===== src/hdl/dee_pkg.sv =====
// Shared constants and types for the disparity error evaluator.
package dee_pkg;

    localparam int PIXEL_COUNT_BITS = 22;
    localparam int DISP_FRAC_BITS   = 8;

    localparam int DISP_W  = 18;
    localparam int SUM_W   = 40;
    localparam int CNT_W   = 23;
    localparam int MEAN_W  = 18;
    localparam int COLOR_W = 8;
    localparam int SCALE_W = 7;
    localparam int PROD_W  = DISP_W + SCALE_W;

    localparam int COUNT_LIM_BITS = (PIXEL_COUNT_BITS + 1 > CNT_W) ? CNT_W : PIXEL_COUNT_BITS + 1;
    localparam logic [CNT_W-1:0] COUNT_MAX = CNT_W'((64'd1 << COUNT_LIM_BITS) - 64'd1);
    localparam logic [SUM_W-1:0]   SUM_MAX  = '1;
    localparam logic [MEAN_W-1:0]  MEAN_MAX = '1;

    localparam logic [SCALE_W-1:0] SHADE_SCALE = SCALE_W'(100);
    localparam logic [COLOR_W-1:0] FULL        = COLOR_W'(255);

    localparam int FIFO_DEPTH = 4;
    localparam int FIFO_PTR_W = $clog2(FIFO_DEPTH);
    localparam int FIFO_CNT_W = $clog2(FIFO_DEPTH + 1);

    localparam int DIV_STEPS = SUM_W;
    localparam int DIV_CNT_W = $clog2(DIV_STEPS);

    typedef enum logic [1:0] {
        CLS_INVALID,
        CLS_UNKNOWN,
        CLS_VALID
    } pixel_class_t;

    typedef struct packed {
        pixel_class_t       cls;
        logic [DISP_W-1:0]  err;
        logic               truth_gt;
        logic               last;
    } item_t;

    typedef struct packed {
        logic busy;
        logic done;
    } div_stat_t;

endpackage


===== src/hdl/dee_front.sv =====
// Front end: accept a pixel pair, classify it and form the absolute error.
module dee_front (
    input  logic                         push,
    output logic                         full,
    input  logic signed [dee_pkg::DISP_W-1:0] computed_disparity,
    input  logic signed [dee_pkg::DISP_W-1:0] truth_disparity,
    input  logic                         frame_end,
    input  logic                         fifo_full,
    output logic                         fifo_wr,
    output dee_pkg::item_t               fifo_item
);

    logic signed [dee_pkg::DISP_W:0] diff;
    logic signed [dee_pkg::DISP_W:0] diff_abs;
    logic                            comp_pos;

    assign full    = fifo_full;
    assign fifo_wr = push && !fifo_full;

    always_comb
    begin
        diff     = {truth_disparity[dee_pkg::DISP_W-1], truth_disparity}
                 - {computed_disparity[dee_pkg::DISP_W-1], computed_disparity};
        diff_abs = diff[dee_pkg::DISP_W] ? -diff : diff;
        comp_pos = !computed_disparity[dee_pkg::DISP_W-1] && (|computed_disparity);

        fifo_item.err      = diff_abs[dee_pkg::DISP_W-1:0];
        fifo_item.truth_gt = !diff[dee_pkg::DISP_W] && (|diff);
        fifo_item.last     = frame_end;
        if (!comp_pos)
        begin
            fifo_item.cls = dee_pkg::CLS_INVALID;
        end
        else if (truth_disparity == '0)
        begin
            fifo_item.cls = dee_pkg::CLS_UNKNOWN;
        end
        else
        begin
            fifo_item.cls = dee_pkg::CLS_VALID;
        end
    end

endmodule


===== src/hdl/dee_fifo.sv =====
// Short queue of classified pixels between the front and back ends.
module dee_fifo (
    input  logic           clk,
    input  logic           rst_n,
    input  logic           wr,
    input  dee_pkg::item_t wr_item,
    input  logic           rd,
    output dee_pkg::item_t rd_item,
    output logic           fifo_full,
    output logic           fifo_empty
);

    dee_pkg::item_t                     slot_reg [dee_pkg::FIFO_DEPTH];
    logic [dee_pkg::FIFO_PTR_W-1:0]     wr_ptr_reg;
    logic [dee_pkg::FIFO_PTR_W-1:0]     rd_ptr_reg;
    logic [dee_pkg::FIFO_CNT_W-1:0]     count_reg;
    logic [dee_pkg::FIFO_CNT_W-1:0]     count_next;

    assign fifo_full  = (count_reg == dee_pkg::FIFO_CNT_W'(dee_pkg::FIFO_DEPTH));
    assign fifo_empty = (count_reg == '0);
    assign rd_item    = slot_reg[rd_ptr_reg];

    always_comb
    begin
        count_next = count_reg;
        if (wr && !rd)
        begin
            count_next = count_reg + 1'b1;
        end
        else if (rd && !wr)
        begin
            count_next = count_reg - 1'b1;
        end
    end

    always_ff @(posedge clk)
    begin
        if (wr)
        begin
            slot_reg[wr_ptr_reg] <= wr_item;
        end
    end

    always_ff @(posedge clk or negedge rst_n)
    begin
        if (!rst_n)
        begin
            wr_ptr_reg <= '0;
            rd_ptr_reg <= '0;
            count_reg  <= '0;
        end
        else
        begin
            if (wr)
            begin
                wr_ptr_reg <= (wr_ptr_reg == dee_pkg::FIFO_PTR_W'(dee_pkg::FIFO_DEPTH - 1))
                            ? '0 : wr_ptr_reg + 1'b1;
            end
            if (rd)
            begin
                rd_ptr_reg <= (rd_ptr_reg == dee_pkg::FIFO_PTR_W'(dee_pkg::FIFO_DEPTH - 1))
                            ? '0 : rd_ptr_reg + 1'b1;
            end
            count_reg <= count_next;
        end
    end

endmodule


===== src/hdl/dee_divider.sv =====
// Restoring divider, one quotient bit per cycle, for the frame mean.
module dee_divider (
    input  logic                        clk,
    input  logic                        rst_n,
    input  logic                        start,
    input  logic [dee_pkg::SUM_W-1:0]   dividend,
    input  logic [dee_pkg::CNT_W-1:0]   divisor,
    output logic [dee_pkg::SUM_W-1:0]   quotient,
    output dee_pkg::div_stat_t          stat
);

    logic [dee_pkg::SUM_W-1:0]     quo_reg;
    logic [dee_pkg::CNT_W-1:0]     rem_reg;
    logic [dee_pkg::CNT_W-1:0]     dsr_reg;
    logic [dee_pkg::DIV_CNT_W-1:0] step_reg;
    logic                          busy_reg;
    logic                          done_reg;

    logic [dee_pkg::CNT_W:0]       rem_shift;
    logic [dee_pkg::CNT_W+1:0]     trial;
    logic                          fits;
    logic [dee_pkg::CNT_W-1:0]     rem_next;

    always_comb
    begin
        rem_shift = {rem_reg, quo_reg[dee_pkg::SUM_W-1]};
        trial     = {1'b0, rem_shift} - {2'b00, dsr_reg};
        fits      = !trial[dee_pkg::CNT_W+1];
        rem_next  = fits ? trial[dee_pkg::CNT_W-1:0] : rem_shift[dee_pkg::CNT_W-1:0];
    end

    always_ff @(posedge clk)
    begin
        if (start)
        begin
            quo_reg <= dividend;
            rem_reg <= '0;
            dsr_reg <= divisor;
        end
        else if (busy_reg)
        begin
            quo_reg <= {quo_reg[dee_pkg::SUM_W-2:0], fits};
            rem_reg <= rem_next;
        end
    end

    always_ff @(posedge clk or negedge rst_n)
    begin
        if (!rst_n)
        begin
            busy_reg <= 1'b0;
            done_reg <= 1'b0;
            step_reg <= '0;
        end
        else if (start)
        begin
            busy_reg <= 1'b1;
            done_reg <= 1'b0;
            step_reg <= '0;
        end
        else if (busy_reg)
        begin
            step_reg <= step_reg + 1'b1;
            if (step_reg == dee_pkg::DIV_CNT_W'(dee_pkg::DIV_STEPS - 1))
            begin
                busy_reg <= 1'b0;
                done_reg <= 1'b1;
            end
        end
    end

    assign quotient  = quo_reg;
    assign stat.busy = busy_reg;
    assign stat.done = done_reg;

endmodule


===== src/hdl/dee_back.sv =====
// Back end: colour each pixel, keep the frame totals and hold the result.
module dee_back (
    input  logic                         clk,
    input  logic                         rst_n,
    input  logic                         fifo_empty,
    input  dee_pkg::item_t               head,
    output logic                         fifo_rd,
    output logic                         div_start,
    output logic [dee_pkg::SUM_W-1:0]    div_dividend,
    output logic [dee_pkg::CNT_W-1:0]    div_divisor,
    input  logic [dee_pkg::SUM_W-1:0]    div_quotient,
    input  dee_pkg::div_stat_t           div_stat,
    input  logic                         pop,
    output logic                         empty,
    output logic [dee_pkg::COLOR_W-1:0]  color_blue,
    output logic [dee_pkg::COLOR_W-1:0]  color_green,
    output logic [dee_pkg::COLOR_W-1:0]  color_red,
    output logic                         summary_ready,
    output logic [dee_pkg::MEAN_W-1:0]   mean_error,
    output logic [dee_pkg::CNT_W-1:0]    valid_pixels,
    output logic [dee_pkg::CNT_W-1:0]    invalid_pixels,
    output logic                         no_valid_pixels
);

    typedef enum logic {
        ST_RUN,
        ST_DIV
    } back_state_t;

    back_state_t                 state_reg;
    logic [dee_pkg::SUM_W-1:0]   sum_reg;
    logic [dee_pkg::CNT_W-1:0]   vcnt_reg;
    logic [dee_pkg::CNT_W-1:0]   icnt_reg;
    logic [dee_pkg::CNT_W-1:0]   vhold_reg;
    logic [dee_pkg::CNT_W-1:0]   ihold_reg;
    logic [dee_pkg::COLOR_W-1:0] bhold_reg, ghold_reg, rhold_reg;

    logic                        out_valid_reg;
    logic [dee_pkg::COLOR_W-1:0] blue_reg, green_reg, red_reg;
    logic                        summary_reg;
    logic [dee_pkg::MEAN_W-1:0]  mean_reg;
    logic [dee_pkg::CNT_W-1:0]   valid_reg;
    logic [dee_pkg::CNT_W-1:0]   invalid_reg;
    logic                        novalid_reg;

    logic                        out_free;
    logic                        out_load;
    logic                        take;
    logic                        pixel_ok;
    logic [dee_pkg::PROD_W-1:0]  prod;
    logic [dee_pkg::PROD_W-1:0]  shade_wide;
    logic [dee_pkg::COLOR_W-1:0] shade;
    logic [dee_pkg::COLOR_W-1:0] b_next, g_next, r_next;
    logic [dee_pkg::SUM_W:0]     sum_add;
    logic [dee_pkg::SUM_W-1:0]   sum_next;
    logic [dee_pkg::CNT_W-1:0]   vcnt_next;
    logic [dee_pkg::CNT_W-1:0]   icnt_next;
    logic [dee_pkg::MEAN_W-1:0]  mean_next;

    assign out_free = !out_valid_reg || pop;
    assign take     = (state_reg == ST_RUN) && !fifo_empty && out_free;
    assign fifo_rd  = take;
    assign pixel_ok = (head.cls == dee_pkg::CLS_VALID);
    // a plain pixel or a finished summary fills the result register
    assign out_load = (take && !head.last)
                   || ((state_reg == ST_DIV) && div_stat.done && out_free);

    always_comb
    begin
        prod       = dee_pkg::PROD_W'(head.err) * dee_pkg::PROD_W'(dee_pkg::SHADE_SCALE);
        shade_wide = prod >> dee_pkg::DISP_FRAC_BITS;
        shade      = (shade_wide > dee_pkg::PROD_W'(dee_pkg::FULL))
                   ? dee_pkg::FULL : shade_wide[dee_pkg::COLOR_W-1:0];

        b_next = dee_pkg::FULL;
        g_next = dee_pkg::FULL;
        r_next = dee_pkg::FULL;
        if (pixel_ok)
        begin
            g_next = dee_pkg::FULL - shade;
            if (head.truth_gt)
            begin
                r_next = dee_pkg::FULL - shade;
            end
            else
            begin
                b_next = dee_pkg::FULL - shade;
            end
        end

        sum_add   = {1'b0, sum_reg} + dee_pkg::SUM_W'(head.err);
        sum_next  = sum_reg;
        vcnt_next = vcnt_reg;
        icnt_next = icnt_reg;
        case (head.cls)
            dee_pkg::CLS_VALID:
            begin
                sum_next = sum_add[dee_pkg::SUM_W] ? dee_pkg::SUM_MAX
                                                   : sum_add[dee_pkg::SUM_W-1:0];
                if (vcnt_reg < dee_pkg::COUNT_MAX)
                begin
                    vcnt_next = vcnt_reg + 1'b1;
                end
            end
            dee_pkg::CLS_INVALID:
            begin
                if (icnt_reg < dee_pkg::COUNT_MAX)
                begin
                    icnt_next = icnt_reg + 1'b1;
                end
            end
            default:
            begin
            end
        endcase

        mean_next = (|div_quotient[dee_pkg::SUM_W-1:dee_pkg::MEAN_W])
                  ? dee_pkg::MEAN_MAX : div_quotient[dee_pkg::MEAN_W-1:0];
    end

    assign div_start    = take && head.last;
    assign div_dividend = sum_next;
    assign div_divisor  = vcnt_next;

    always_ff @(posedge clk)
    begin
        if (div_start)
        begin
            vhold_reg <= vcnt_next;
            ihold_reg <= icnt_next;
            bhold_reg <= b_next;
            ghold_reg <= g_next;
            rhold_reg <= r_next;
        end
    end

    always_ff @(posedge clk or negedge rst_n)
    begin
        if (!rst_n)
        begin
            state_reg     <= ST_RUN;
            sum_reg       <= '0;
            vcnt_reg      <= '0;
            icnt_reg      <= '0;
            out_valid_reg <= 1'b0;
            blue_reg      <= '0;
            green_reg     <= '0;
            red_reg       <= '0;
            summary_reg   <= 1'b0;
            mean_reg      <= '0;
            valid_reg     <= '0;
            invalid_reg   <= '0;
            novalid_reg   <= 1'b0;
        end
        else
        begin
            if (out_load)
            begin
                out_valid_reg <= 1'b1;
            end
            else if (pop && out_valid_reg)
            begin
                out_valid_reg <= 1'b0;
            end
            case (state_reg)
                ST_RUN:
                begin
                    if (take && head.last)
                    begin
                        sum_reg   <= '0;
                        vcnt_reg  <= '0;
                        icnt_reg  <= '0;
                        state_reg <= ST_DIV;
                    end
                    else if (take)
                    begin
                        sum_reg       <= sum_next;
                        vcnt_reg      <= vcnt_next;
                        icnt_reg      <= icnt_next;
                        blue_reg      <= b_next;
                        green_reg     <= g_next;
                        red_reg       <= r_next;
                        summary_reg   <= 1'b0;
                        mean_reg      <= '0;
                        valid_reg     <= '0;
                        invalid_reg   <= '0;
                        novalid_reg   <= 1'b0;
                    end
                end
                ST_DIV:
                begin
                    if (div_stat.done && out_free)
                    begin
                        blue_reg      <= bhold_reg;
                        green_reg     <= ghold_reg;
                        red_reg       <= rhold_reg;
                        summary_reg   <= 1'b1;
                        mean_reg      <= (vhold_reg == '0) ? '0 : mean_next;
                        valid_reg     <= vhold_reg;
                        invalid_reg   <= ihold_reg;
                        novalid_reg   <= (vhold_reg == '0);
                        state_reg     <= ST_RUN;
                    end
                end
                default:
                begin
                    state_reg <= ST_RUN;
                end
            endcase
        end
    end

    assign empty           = !out_valid_reg;
    assign color_blue      = blue_reg;
    assign color_green     = green_reg;
    assign color_red       = red_reg;
    assign summary_ready   = summary_reg;
    assign mean_error      = mean_reg;
    assign valid_pixels    = valid_reg;
    assign invalid_pixels  = invalid_reg;
    assign no_valid_pixels = novalid_reg;

    a_no_pop_while_dividing: assert property (@(posedge clk) disable iff (!rst_n)
        (state_reg == ST_DIV) |-> !fifo_rd)
        else $error("queue read during frame division");

    a_start_when_idle: assert property (@(posedge clk) disable iff (!rst_n)
        div_start |-> !div_stat.busy)
        else $error("divider restarted while busy");

    a_novalid_mean_zero: assert property (@(posedge clk) disable iff (!rst_n)
        (out_valid_reg && novalid_reg) |-> (mean_reg == '0 && summary_reg))
        else $error("empty frame summary carries a mean");

    a_summary_after_div: assert property (@(posedge clk) disable iff (!rst_n)
        ($rose(summary_reg) && out_valid_reg) |-> $past(state_reg == ST_DIV))
        else $error("summary shown without a division");

    a_counts_cleared: assert property (@(posedge clk) disable iff (!rst_n)
        (state_reg == ST_DIV) |-> (vcnt_reg == '0 && icnt_reg == '0 && sum_reg == '0))
        else $error("frame totals not cleared after frame end");

endmodule


===== src/hdl/disparity_error_evaluator.sv =====
// Top level of the disparity error evaluator: front end, queue, back end and divider.
//
//  channel  | handshake                  | payload
//  ---------+----------------------------+--------------------------------------------
//  pixel in | push / full  (push & !full)| computed_disparity, truth_disparity,
//           |                            | frame_end
//  result   | empty / pop  (pop & !empty)| color_blue/green/red, summary_ready,
//           |                            | mean_error, valid_pixels, invalid_pixels,
//           |                            | no_valid_pixels
//
// Flow: one pixel request per cycle while full is low; a result passes through the queue
// slot and then the result register. The frame's last pixel starts the restoring divider,
// one quotient bit of the mean per cycle, and the summary loads once it is done and the result register is free.
// Reset: rst_n clears the queue, the frame totals and the result register at once.
// Stalls: a four-entry queue parts the front from the back, so pixels keep arriving
// while a result waits on pop or the mean is being divided; full rises when it fills.
module disparity_error_evaluator (
    input  logic                                clk,
    input  logic                                rst_n,
    input  logic                                push,
    output logic                                full,
    input  logic signed [dee_pkg::DISP_W-1:0]   computed_disparity,
    input  logic signed [dee_pkg::DISP_W-1:0]   truth_disparity,
    input  logic                                frame_end,
    output logic                                empty,
    input  logic                                pop,
    output logic [dee_pkg::COLOR_W-1:0]         color_blue,
    output logic [dee_pkg::COLOR_W-1:0]         color_green,
    output logic [dee_pkg::COLOR_W-1:0]         color_red,
    output logic                                summary_ready,
    output logic [dee_pkg::MEAN_W-1:0]          mean_error,
    output logic [dee_pkg::CNT_W-1:0]           valid_pixels,
    output logic [dee_pkg::CNT_W-1:0]           invalid_pixels,
    output logic                                no_valid_pixels
);

    // queue between front and back
    logic                       fifo_full;
    logic                       fifo_empty;
    logic                       fifo_wr;
    logic                       fifo_rd;
    dee_pkg::item_t             wr_item;
    dee_pkg::item_t             rd_item;

    // divider hookup
    logic                       div_start;
    logic [dee_pkg::SUM_W-1:0]  div_dividend;
    logic [dee_pkg::CNT_W-1:0]  div_divisor;
    logic [dee_pkg::SUM_W-1:0]  div_quotient;
    dee_pkg::div_stat_t         div_stat;

    // classify each request and form its absolute error
    dee_front u_front (
        .push               (push),
        .full               (full),
        .computed_disparity (computed_disparity),
        .truth_disparity    (truth_disparity),
        .frame_end          (frame_end),
        .fifo_full          (fifo_full),
        .fifo_wr            (fifo_wr),
        .fifo_item          (wr_item)
    );

    // hold classified pixels until the back end is free
    dee_fifo u_fifo (
        .clk        (clk),
        .rst_n      (rst_n),
        .wr         (fifo_wr),
        .wr_item    (wr_item),
        .rd         (fifo_rd),
        .rd_item    (rd_item),
        .fifo_full  (fifo_full),
        .fifo_empty (fifo_empty)
    );

    // mean of the frame: error sum over valid count
    dee_divider u_divider (
        .clk      (clk),
        .rst_n    (rst_n),
        .start    (div_start),
        .dividend (div_dividend),
        .divisor  (div_divisor),
        .quotient (div_quotient),
        .stat     (div_stat)
    );

    // colour, accumulate and drive the result register
    dee_back u_back (
        .clk             (clk),
        .rst_n           (rst_n),
        .fifo_empty      (fifo_empty),
        .head            (rd_item),
        .fifo_rd         (fifo_rd),
        .div_start       (div_start),
        .div_dividend    (div_dividend),
        .div_divisor     (div_divisor),
        .div_quotient    (div_quotient),
        .div_stat        (div_stat),
        .pop             (pop),
        .empty           (empty),
        .color_blue      (color_blue),
        .color_green     (color_green),
        .color_red       (color_red),
        .summary_ready   (summary_ready),
        .mean_error      (mean_error),
        .valid_pixels    (valid_pixels),
        .invalid_pixels  (invalid_pixels),
        .no_valid_pixels (no_valid_pixels)
    );

endmodule

===== config.mk =====
export PLATFORM = sky130hd
export DESIGN_NAME = disparity_error_evaluator
export DESIGN_NICKNAME = d
export VERILOG_FILES = /design/src/hdl/dee_pkg.sv /design/src/hdl/dee_front.sv /design/src/hdl/dee_fifo.sv /design/src/hdl/dee_divider.sv /design/src/hdl/dee_back.sv /design/src/hdl/disparity_error_evaluator.sv
export SDC_FILE = /design/constraint.sdc
export NUM_CORES = 1
export LEC_CHECK = 0
export BUFFER_PORTS_ARGS = -buffer_cell sky130_fd_sc_hd__buf_2
export CAP_MARGIN = 20
export CORE_MARGIN = 1
export CORE_UTILIZATION = 60
export CTS_CLUSTER_DIAMETER = 100
export DETAILED_ROUTE_END_ITERATION = 12
export GPL_ROUTABILITY_DRIVEN = 0
export MAX_ROUTING_LAYER = met4
export PLACE_DENSITY = 0.8
export SYNTH_ARGS = -nofsm -noshare
export SYNTH_HDL_FRONTEND = slang
export SYNTH_SLANG_ARGS = --single-unit

===== constraint.sdc =====
create_clock -name clk -period 6.64 [get_ports clk]
set_input_delay 0.332 -clock clk [delete_from_list [all_inputs] [get_ports clk]]
set_output_delay 0.332 -clock clk [all_outputs]
set_load 0.005 [all_outputs]

======== Word level (Yosys, flattened, before mapping) ========
Memories as Yosys holds them, arrays and structs flattened.
Cells that the tools add are included.
word-level totals
  RAM bits ................................ 88
  word-level logic and storage cells ...... 164
  memories ................................ 1
  bits in read-only memories .............. 0
  input port bits ......................... 41
  register bits ........................... 326
  output and inout port bits .............. 92
  bits in latches ......................... 0
memory list
  name             depth  bits a word  read ports  clocked after memory_dff  wr ports  line            text
  u_fifo.slot_reg  4      22           1           0                         1         dee_fifo.sv:13  dee_pkg::item_t slot_reg [dee_pkg::FIFO_DEPTH];
operators by class
  shifts and indexed selects .............. 0
  divide/modulo/power cells ............... 0
  muxes and demuxes ....................... 73
  multiply operators ...................... 1
  reduce and logical (&&, ||, !) cells .... 39
  equality and inequality tests ........... 8
  $lt $le $gt $ge ......................... 3
  add/sub/neg operators ................... 12
  bitwise gates (word level) .............. 1
operator list
  cell                   count
  $mux 23                13
  $mux 40                6
  $mux 8                 15
  $mux 18                6
  $pmux 23 s2            2
  $pmux 8 s2             3
  $add 23x1->23 const B  2
  $lt 23x23->1 const B   2
  $add 40x18->41         1
  $pmux 18 s2            1
  $sub 24x23->25         1
  $logic_not 23->1       1
  $mul 18x5->23 const B  1
  $reduce_or 22->1       1
  $reduce_or 19->1       1
  $sub 18x18->19         1
  $logic_not 18->1       1
  $neg 18->18            1
  $reduce_or 18->1       1
  $gt 17x8->1 const B    1
  $mux 1                 16
  $logic_and 1x1->1      13
  $mux 6                 2
  $reduce_bool 2->1      5
  other kinds (20)       40

======== Longest topological paths before layout ========
Gate-level depths: netlist of run 1.
An unclocked memory read counts as a cell.
  depth in word-level cells ............... 10
  mapped depth ............................ 20

======== Cells and area by module ========
From an unflattened synthesis of run 1, not the netlist that was laid out.
unflattened totals
  cells, all modules ...................... 2255
  area, all modules ....................... 24613.6 um^2
modules (own cells, without submodules)
  module       area each (um^2)  times used  seq. area each (um^2)  cells each
  dee_back     14194.9           1           6556.3                 1421
  dee_divider  4979.8            1           2552.4                 441
  dee_fifo     3627.2            1           2817.7                 152
  dee_front    1811.7            1           0.0                    241

======== Worst setup path before layout of run 1 ========
OpenSTA, ideal clock, no wires.
  path type ............................... reg-to-reg
  start ................................... reg u_fifo.rd_ptr_reg[0] (netlist name)
  end ..................................... reg u_back.bhold_reg[0] (netlist name), data pin
  buffers on the path ..................... 3
  library setup time ...................... 0.136 ns
  arrival ................................. 5.500 ns
  stages on the path, launching flop included .. 20
  period minus slack after synthesis ...... 5.636 ns
  path slack .............................. 1.004 ns
  data required time ...................... 6.504 ns
  cell sequence ........................... dfrtp_1 -> buf_2 -> buf_1 -> buf_1 -> mux4_2 -> ha_1 -> ha_1 -> inv_1 -> fa_1 -> inv_1 -> ha_1 -> or3_1 -> a311oi_1 -> o31ai_1 -> a311o_1 -> o21ai_0 -> nand4_1 -> nor4_4 -> o21ai_1 -> nand2_1
between the ends
  word-level cells in the longest chain between the ends .. 7
RTL lines
  what                        line             text
  start: declaration          dee_fifo.sv:15   logic [dee_pkg::FIFO_PTR_W-1:0] rd_ptr_reg;
  start signal: assignment    dee_fifo.sv:61   rd_ptr_reg <= (rd_ptr_reg == dee_pkg::FIFO_PTR_W'(dee_pkg::FIFO_DEPTH - 1))
  $mem_v2 4x22 *              -
  $mul 18x5->23               dee_back.sv:70   prod = dee_pkg::PROD_W'(head.err) * dee_pkg::PROD_W'(dee_pkg::SHADE_SCALE);
  $gt 17x8->1                 dee_back.sv:72   shade = (shade_wide > dee_pkg::PROD_W'(dee_pkg::FULL))
  $mux 8                      dee_back.sv:73   ? dee_pkg::FULL : shade_wide[dee_pkg::COLOR_W-1:0];
  $sub 8x8->8                 dee_back.sv:87   b_next = dee_pkg::FULL - shade;
  $mux 8                      dee_back.sv:81   if (head.truth_gt)
  $mux 8 *                    dee_back.sv:78   if (pixel_ok)
  net u_back.b_next, one bit  dee_back.sv:53   logic [dee_pkg::COLOR_W-1:0] b_next, g_next, r_next;
  end signal: assignment      dee_back.sv:131  bhold_reg <= b_next;
  end: declaration            dee_back.sv:36   logic [dee_pkg::COLOR_W-1:0] bhold_reg, ghold_reg, rhold_reg;
The timed path passes the listed nets; every way through them passes the cells marked *.
A chain may end at the register's enable or synchronous reset.

======== Worst setup path in the final report of run 1 ========
  start ................................... reg u_fifo.rd_ptr_reg[0] (netlist name)
  end ..................................... reg u_back.green_reg (netlist bit u_back.color_green[5])
between the ends
  word-level cells in the longest chain between the ends .. 9
RTL lines
  what                    line             text
  $mem_v2 4x22 *          -
  $mul 18x5->23           dee_back.sv:70
  $gt 17x8->1             dee_back.sv:72
  $mux 8                  dee_back.sv:73
  $sub 8x8->8             dee_back.sv:80   g_next = dee_pkg::FULL - shade;
  $mux 8                  dee_back.sv:78
  $mux 8                  dee_back.sv:175  else if (take)
  $mux 8                  dee_back.sv:168  if (take && head.last)
  $pmux 8 s2              dee_back.sv:165  case (state_reg)
  end signal: assignment  dee_back.sv:181  green_reg <= g_next;
  end signal: assignment  dee_back.sv:195  green_reg <= ghold_reg;
  end: declaration        dee_back.sv:39   logic [dee_pkg::COLOR_W-1:0] blue_reg, green_reg, red_reg;
Mark *: on every way between the ends. The rest lies on a longest branch, timed or not. The select of a mux whose other input is x is not followed.

==> flow_metrics.py, run 1 <==
metrics = {
    "run_status": {
        "status": "finished, final reports clean",
    },
    "drt": {
        "first_pass_iters": 6,
        "wl_per_cell_um": 19.7,
        "final_antenna_net_count": 0,
        "drc": 0,
        "vias": 18223,
        "routed_wl_um": 56900,
        "drt_iter0_drc": 1351,
        "vias_per_cell": 6.31,
    },
    "placed_design": {
        "place_area_um2": 24300,
        "portBuffers": 132,
        "dp_slack_ps": 1070,
        "dp_hpwl_um": 39000,
    },
    "final_layout": {
        "syn2layout_area_growth_pct": 11.8,
        "final_cell_mix": "edfxtp_1 (198), o21ai_0 (196), dfrtp_1 (193), nand2_1 (187), nor2_1 (158)",
        "fin_nets": 2524,
        "fill_cells": 2786,
        "num_antenna_cells": 0,
        "largest_register_ffs": 88,
        "final_core_util_pct": 68.2,
        "layout-drive-gt1-share_pct": 11.7,
        "fin_area_um2": 25700,
        "final_common_cell": "edfxtp_1",
    },
    "yosys": {
        "synth_top_area_share_pct": 25.8,
        "syn-instance-count": 2235,
        "syn_avg_cell_area_um2": 10.3,
        "synth_area_leader_cell": "edfxtp_1",
        "synthArstFlopShare_pct": 46.6,
        "synth_cell_types": 73,
        "syn_area_um2": 23000,
        "synth_nets": 2417,
        "synth_area_leaders": "edfxtp_1 (26%), dfrtp_1 (21%), ha_1 (6.8%)",
        "synth_flop_cell": "edfxtp_1",
        "seq_area_frac_synth_pct": 48.8,
        "yosys_warnings": 0,
        "synth_seq_cells": 414,
        "synth_edf_count": 198,
    },
    "worst_setup_path": {
        "critPathArrivalTime_ps": 6100,
        "crit_path_end_kind": "flop",
        "start_kind": "flop",
        "cp.required_ps": 7120,
        "crit_fanout": 11,
        "worstSetupPathType": "flop to flop",
    },
    "global_route": {
        "grt_max_degree": 87,
        "antenna_found_initial": 0,
        "grt_usage_pct": 30.5,
        "grt_pass1_vias": 18110,
        "overflow": 0,
        "grt_pass1_wl_um": 91900,
    },
    "die": {
        "dieWidth_um": 198,
        "rows": 71,
        "core-area_um2": 37800,
        "start_util_pct": 61.0,
        "die_h_um": 198,
        "die_area_um2": 39200,
        "ioPinCount": 133,
    },
    "sta": {
        "fmax_ghz": 0.178,
        "fin_worst_skew_ps": 16.6,
        "fin_crit_sh_pct": 84.6,
        "tightestPinTransition_ps": 1010,
        "relSlewSlack_pct": 31.6,
        "setup_ws_ps": 1020,
        "slew_violations": 0,
        "tns_ps": 0,
        "setup-violations-final": 0,
        "hold_viol": 0,
        "rsz0062_at_grt": "no",
        "min_period_ps": 5620,
    },
    "cts": {
        "cts_sinks": 414,
        "htree_levels": 2,
        "cts_buffer_depth": 3,
        "clkSlewWorstSetupHoldPaths_ps": 60,
        "cts_tree": "built",
        "hold_buffers": 2,
        "cts-root-buf": "clkbuf_16",
        "post_cts_buffers": 0,
        "cts-resized-gates": 0,
        "cts_buffers": 44,
        "worstSkewPairLatency_ps": 580,
    },
    "worst_hold_path": {
        "hp-class": "input port to flop",
    },
    "flow_run": {
        "cap_violations": 0,
    },
}
==> layout make-up <==
cell class / instances / area, µm² / share of cell area (%)
inverters: 132 / 498 / 1.94
flip-flops and latches: 414 / 11200 / 43.7
multi-input cells: 1584 / 10900 / 42.5
repair buffers: 166 / 992 / 3.86
well taps: 511 / 639 / 2.48
clock buffers: 56 / 1190 / 4.61
clock inverters: 26 / 249 / 0.968
==> metal layers <==
layer / vias to the layer above / track usage, % / share of wire, %
li1: 8423 / - / -
met1: 8870 / 36.4 / 40
met2: 737 / 50.2 / 49
met3: 193 / 5.28 / 6.7
met4: 0 / 14.6 / 4.7
met5: - / - / 0
==> path summary, 6_finish.rpt <==
path	to	slack [ps]	cells past startpoint	from
setup / recovery	u_back.color_green[5]	1020	17	u_fifo.rd_ptr_reg[0]
hold / removal	u_back.out_valid_reg	160	3	pop
setup reg to reg	u_back.color_green[5]	1020	17	u_fifo.rd_ptr_reg[0]
hold reg to reg	u_back.invalid_pixels[1]	460	1	u_back.ihold_reg[1]
max in group asynchronous	u_back.valid_pixels[11]	5000	3	rst_n
min in group asynchronous	u_back.sum_reg[27]	410	2	rst_n
==> Yosys cell counts (25+ instances only) <==
cell	number
a31oi_1	32
nor2_1	159
dfrtp_1	193
ha_1	125
o21ai_0	197
o21a_1	32
nor3_1	39
xor2_1	65
a22o_1	59
inv_1	130
nand2_1	188
clkbuf_1	92
a21oi_1	146
and3_1	37
o31ai_1	29
xnor2_1	72
edfxtp_1	198
nand3_1	34
a21o_1	29
nand3b_1	25
==> metrics by stage <==
stage	hold WS [ps]	std cells
after floorplan	36.4	2235
after global placement	446	2797
after detailed placement	449	2803
after CTS	148	2887
after global routing	187	2889
final	157	2889
==> logic make-up after synthesis <==
kind of cell    after synthesis  synth area share, %
flops                       414                 48.8
compound gates              641                 17.7
simple gates                631                 13.6
buf+inv                     237                 3.89
xor+xnor                    137                 5.21
mux                          34                 2.69
fa+ha+maj                   141                 8.18
==> worst max-delay path, cell delays in order (launching register included) <==
cell and delay [ps]:
dfrtp_1 670, buf_4 350, mux4_2 620, ha_1 320, ha_1 280, inv_1 50
fa_1 510, inv_1 50, ha_1 390, a21o_1 260, a21oi_1 210, o21ai_0 100
a221oi_1 330, and3b_1 200, o21ai_0 120, nor4_4 560, nand2_1 270, a21oi_1 230
Power of run 1 is left out: the tool's default activity adds up to more than one toggle a clock period on the data nets, which glitch-free logic cannot reach.
==> inputs of run 2 (changes only) <==
clock period = 5.25 ns   (was 6.64 ns; I/O delays follow)
==> run 2 against run 1 <==
  * Maximum frequency grew 11%
  * Critical path depth up 1
  * Sequential share of layout area about the same
  * Global-route usage is 0.084 points lower
==> flow_metrics.py, run 2 (synthesized netlist as in run 1, its figures left out) <==
metrics = {
    "run_status": {
        "status": "finished, final reports clean",
    },
    "cts": {
        "worstSkewPairLatency_ps": 590,
        "cts-root-buf": "clkbuf_16",
        "cts_sinks": 414,
        "cts_buffer_depth": 3,
        "htree_levels": 2,
        "cts_tree": "built",
        "cts_buffers": 43,
        "clkSlewWorstSetupHoldPaths_ps": 60,
    },
    "drt": {
        "routed_wl_um": 57200,
        "vias": 18334,
        "wl_met1_um": 23000,
        "drc": 0,
        "vias_per_cell": 6.33,
        "drt_iter0_drc": 1452,
        "wl_met2_um": 27900,
        "final_antenna_net_count": 0,
        "top_layer": "met4",
        "wl_per_cell_um": 19.8,
        "wl_met3_um": 3890,
        "first_pass_iters": 6,
    },
    "flow_run": {
        "cap_violations": 0,
    },
    "global_route": {
        "grt_usage_pct": 30.4,
        "antenna_found_initial": 0,
        "overflow": 0,
        "grt_max_degree": 109,
        "grt_pass1_wl_um": 91100,
        "grt_pass1_vias": 17835,
    },
    "placed_design": {
        "dp_hpwl_um": 39100,
        "dp_slack_ps": -112,
        "place_area_um2": 24300,
        "placedCellCount": 2808,
        "portBuffers": 132,
    },
    "sta": {
        "timing.hold.ws_ps": 179,
        "hold_viol": 0,
        "setup-violations-final": 0,
        "tightestPinTransition_ps": 1080,
        "relSlewSlack_pct": 27.0,
        "fmax_ghz": 0.197,
        "min_period_ps": 5080,
        "rsz0062_at_grt": "yes",
        "fin_worst_skew_ps": 20.8,
        "slew_violations": 0,
        "setup_ws_ps": 169,
        "fin_crit_sh_pct": 96.8,
    },
    "final_layout": {
        "syn2layout_area_growth_pct": 11.9,
        "final_common_cell": "edfxtp_1",
        "largest_register_ffs": 88,
        "layout-drive-gt1-share_pct": 12.3,
        "num_antenna_cells": 0,
        "final_cell_mix": "edfxtp_1 (198), o21ai_0 (195), dfrtp_1 (192), nand2_1 (187), nor2_1 (158)",
        "fin_area_um2": 25800,
        "fin_nets": 2532,
        "instances_no_fill": 2895,
    },
    "worst_hold_path": {
        "hp-class": "input port to flop",
    },
    "die": {
        "rows": 71,
        "dieWidth_um": 198,
        "die_h_um": 198,
        "die_area_um2": 39200,
        "ioPinCount": 133,
        "core-area_um2": 37800,
        "start_util_pct": 61.0,
    },
    "worst_setup_path": {
        "critPathArrivalTime_ps": 5530,
        "start_kind": "flop",
        "crit_fanout": 8,
        "worstSetupPathType": "flop to flop",
        "cp.required_ps": 5700,
        "crit_path_end_kind": "flop",
    },
}
-- run 2: changes by cell type in the layout (fill, tap and decap cells not counted), moves of 3 or more --
cell / delta
buf_16: -3
clkinv_2: +4
inv_6: -3
buf_8: +3
buf_4: +9
-- run 2: cell type report --
class / count / area, µm²
clock inverters: 26 / 253
repair buffers: 175 / 1040
clock buffers: 53 / 1140
multi-input cells: 1584 / 11000
well taps: 511 / 639
flip-flops and latches: 414 / 11200
inverters: 132 / 498
fillers: 2727 / 12000
-- run 2: path summary, 6_finish.rpt --
path	slack [ps]	start	cells past startpoint	to
worst max register to register	170	u_fifo.rd_ptr_reg[0]	18	u_back.ghold_reg[2]
worst min-delay path	180	truth_disparity[7]	4	u_fifo.slot_reg[3][20]
worst max-delay path	170	u_fifo.rd_ptr_reg[0]	18	u_back.ghold_reg[2]
max in group asynchronous	3670	rst_n	3	u_back.icnt_reg[14]
min in group asynchronous	330	rst_n	2	u_back.sum_reg[22]
worst min register to register	460	u_back.ihold_reg[4]	1	u_back.invalid_pixels[4]
-- run 2: critical path, cell delays in order, from the launching register on --
cell     delay, ps
dfrtp_2        470
buf_4          210
mux4_2         580
ha_1           320
ha_1           270
inv_1           50
fa_1           500
inv_1           40
ha_1           360
a21o_1         240
nor3_1         330
o31ai_1        190
a311o_1        340
o21ai_0         80
nand4_1        170
nor4_4         270
buf_4          210
nand2_1        160
nand2_1        120
-- run 2: routing by layer --
metal,vias up,track usage [%]
li1,8436,-
met4,0,13.7
met1,8928,37.6
met2,782,49.5
met5,-,-
met3,188,4.60
-- run 2: timing repair --
action                                  4_1_cts  5_1_grt
endpoints found under the hold margin       110        0
endpoints found under the setup margin       48       48
pin swaps                                     1        1
setup buffers                                 1        2
resized for setup                             1        7
hold buffers                                  2        0
-- run 2: through the flow --
step / utilization, % / TNS (ps)
floorplan: - / 0
global placement: 64.2 / 0
detailed placement: 64.3 / -3050
CTS: 68.0 / 0
global route: 68.2 / -544
finish: 68.2 / 0
Power of run 2 is left out for the same reason.
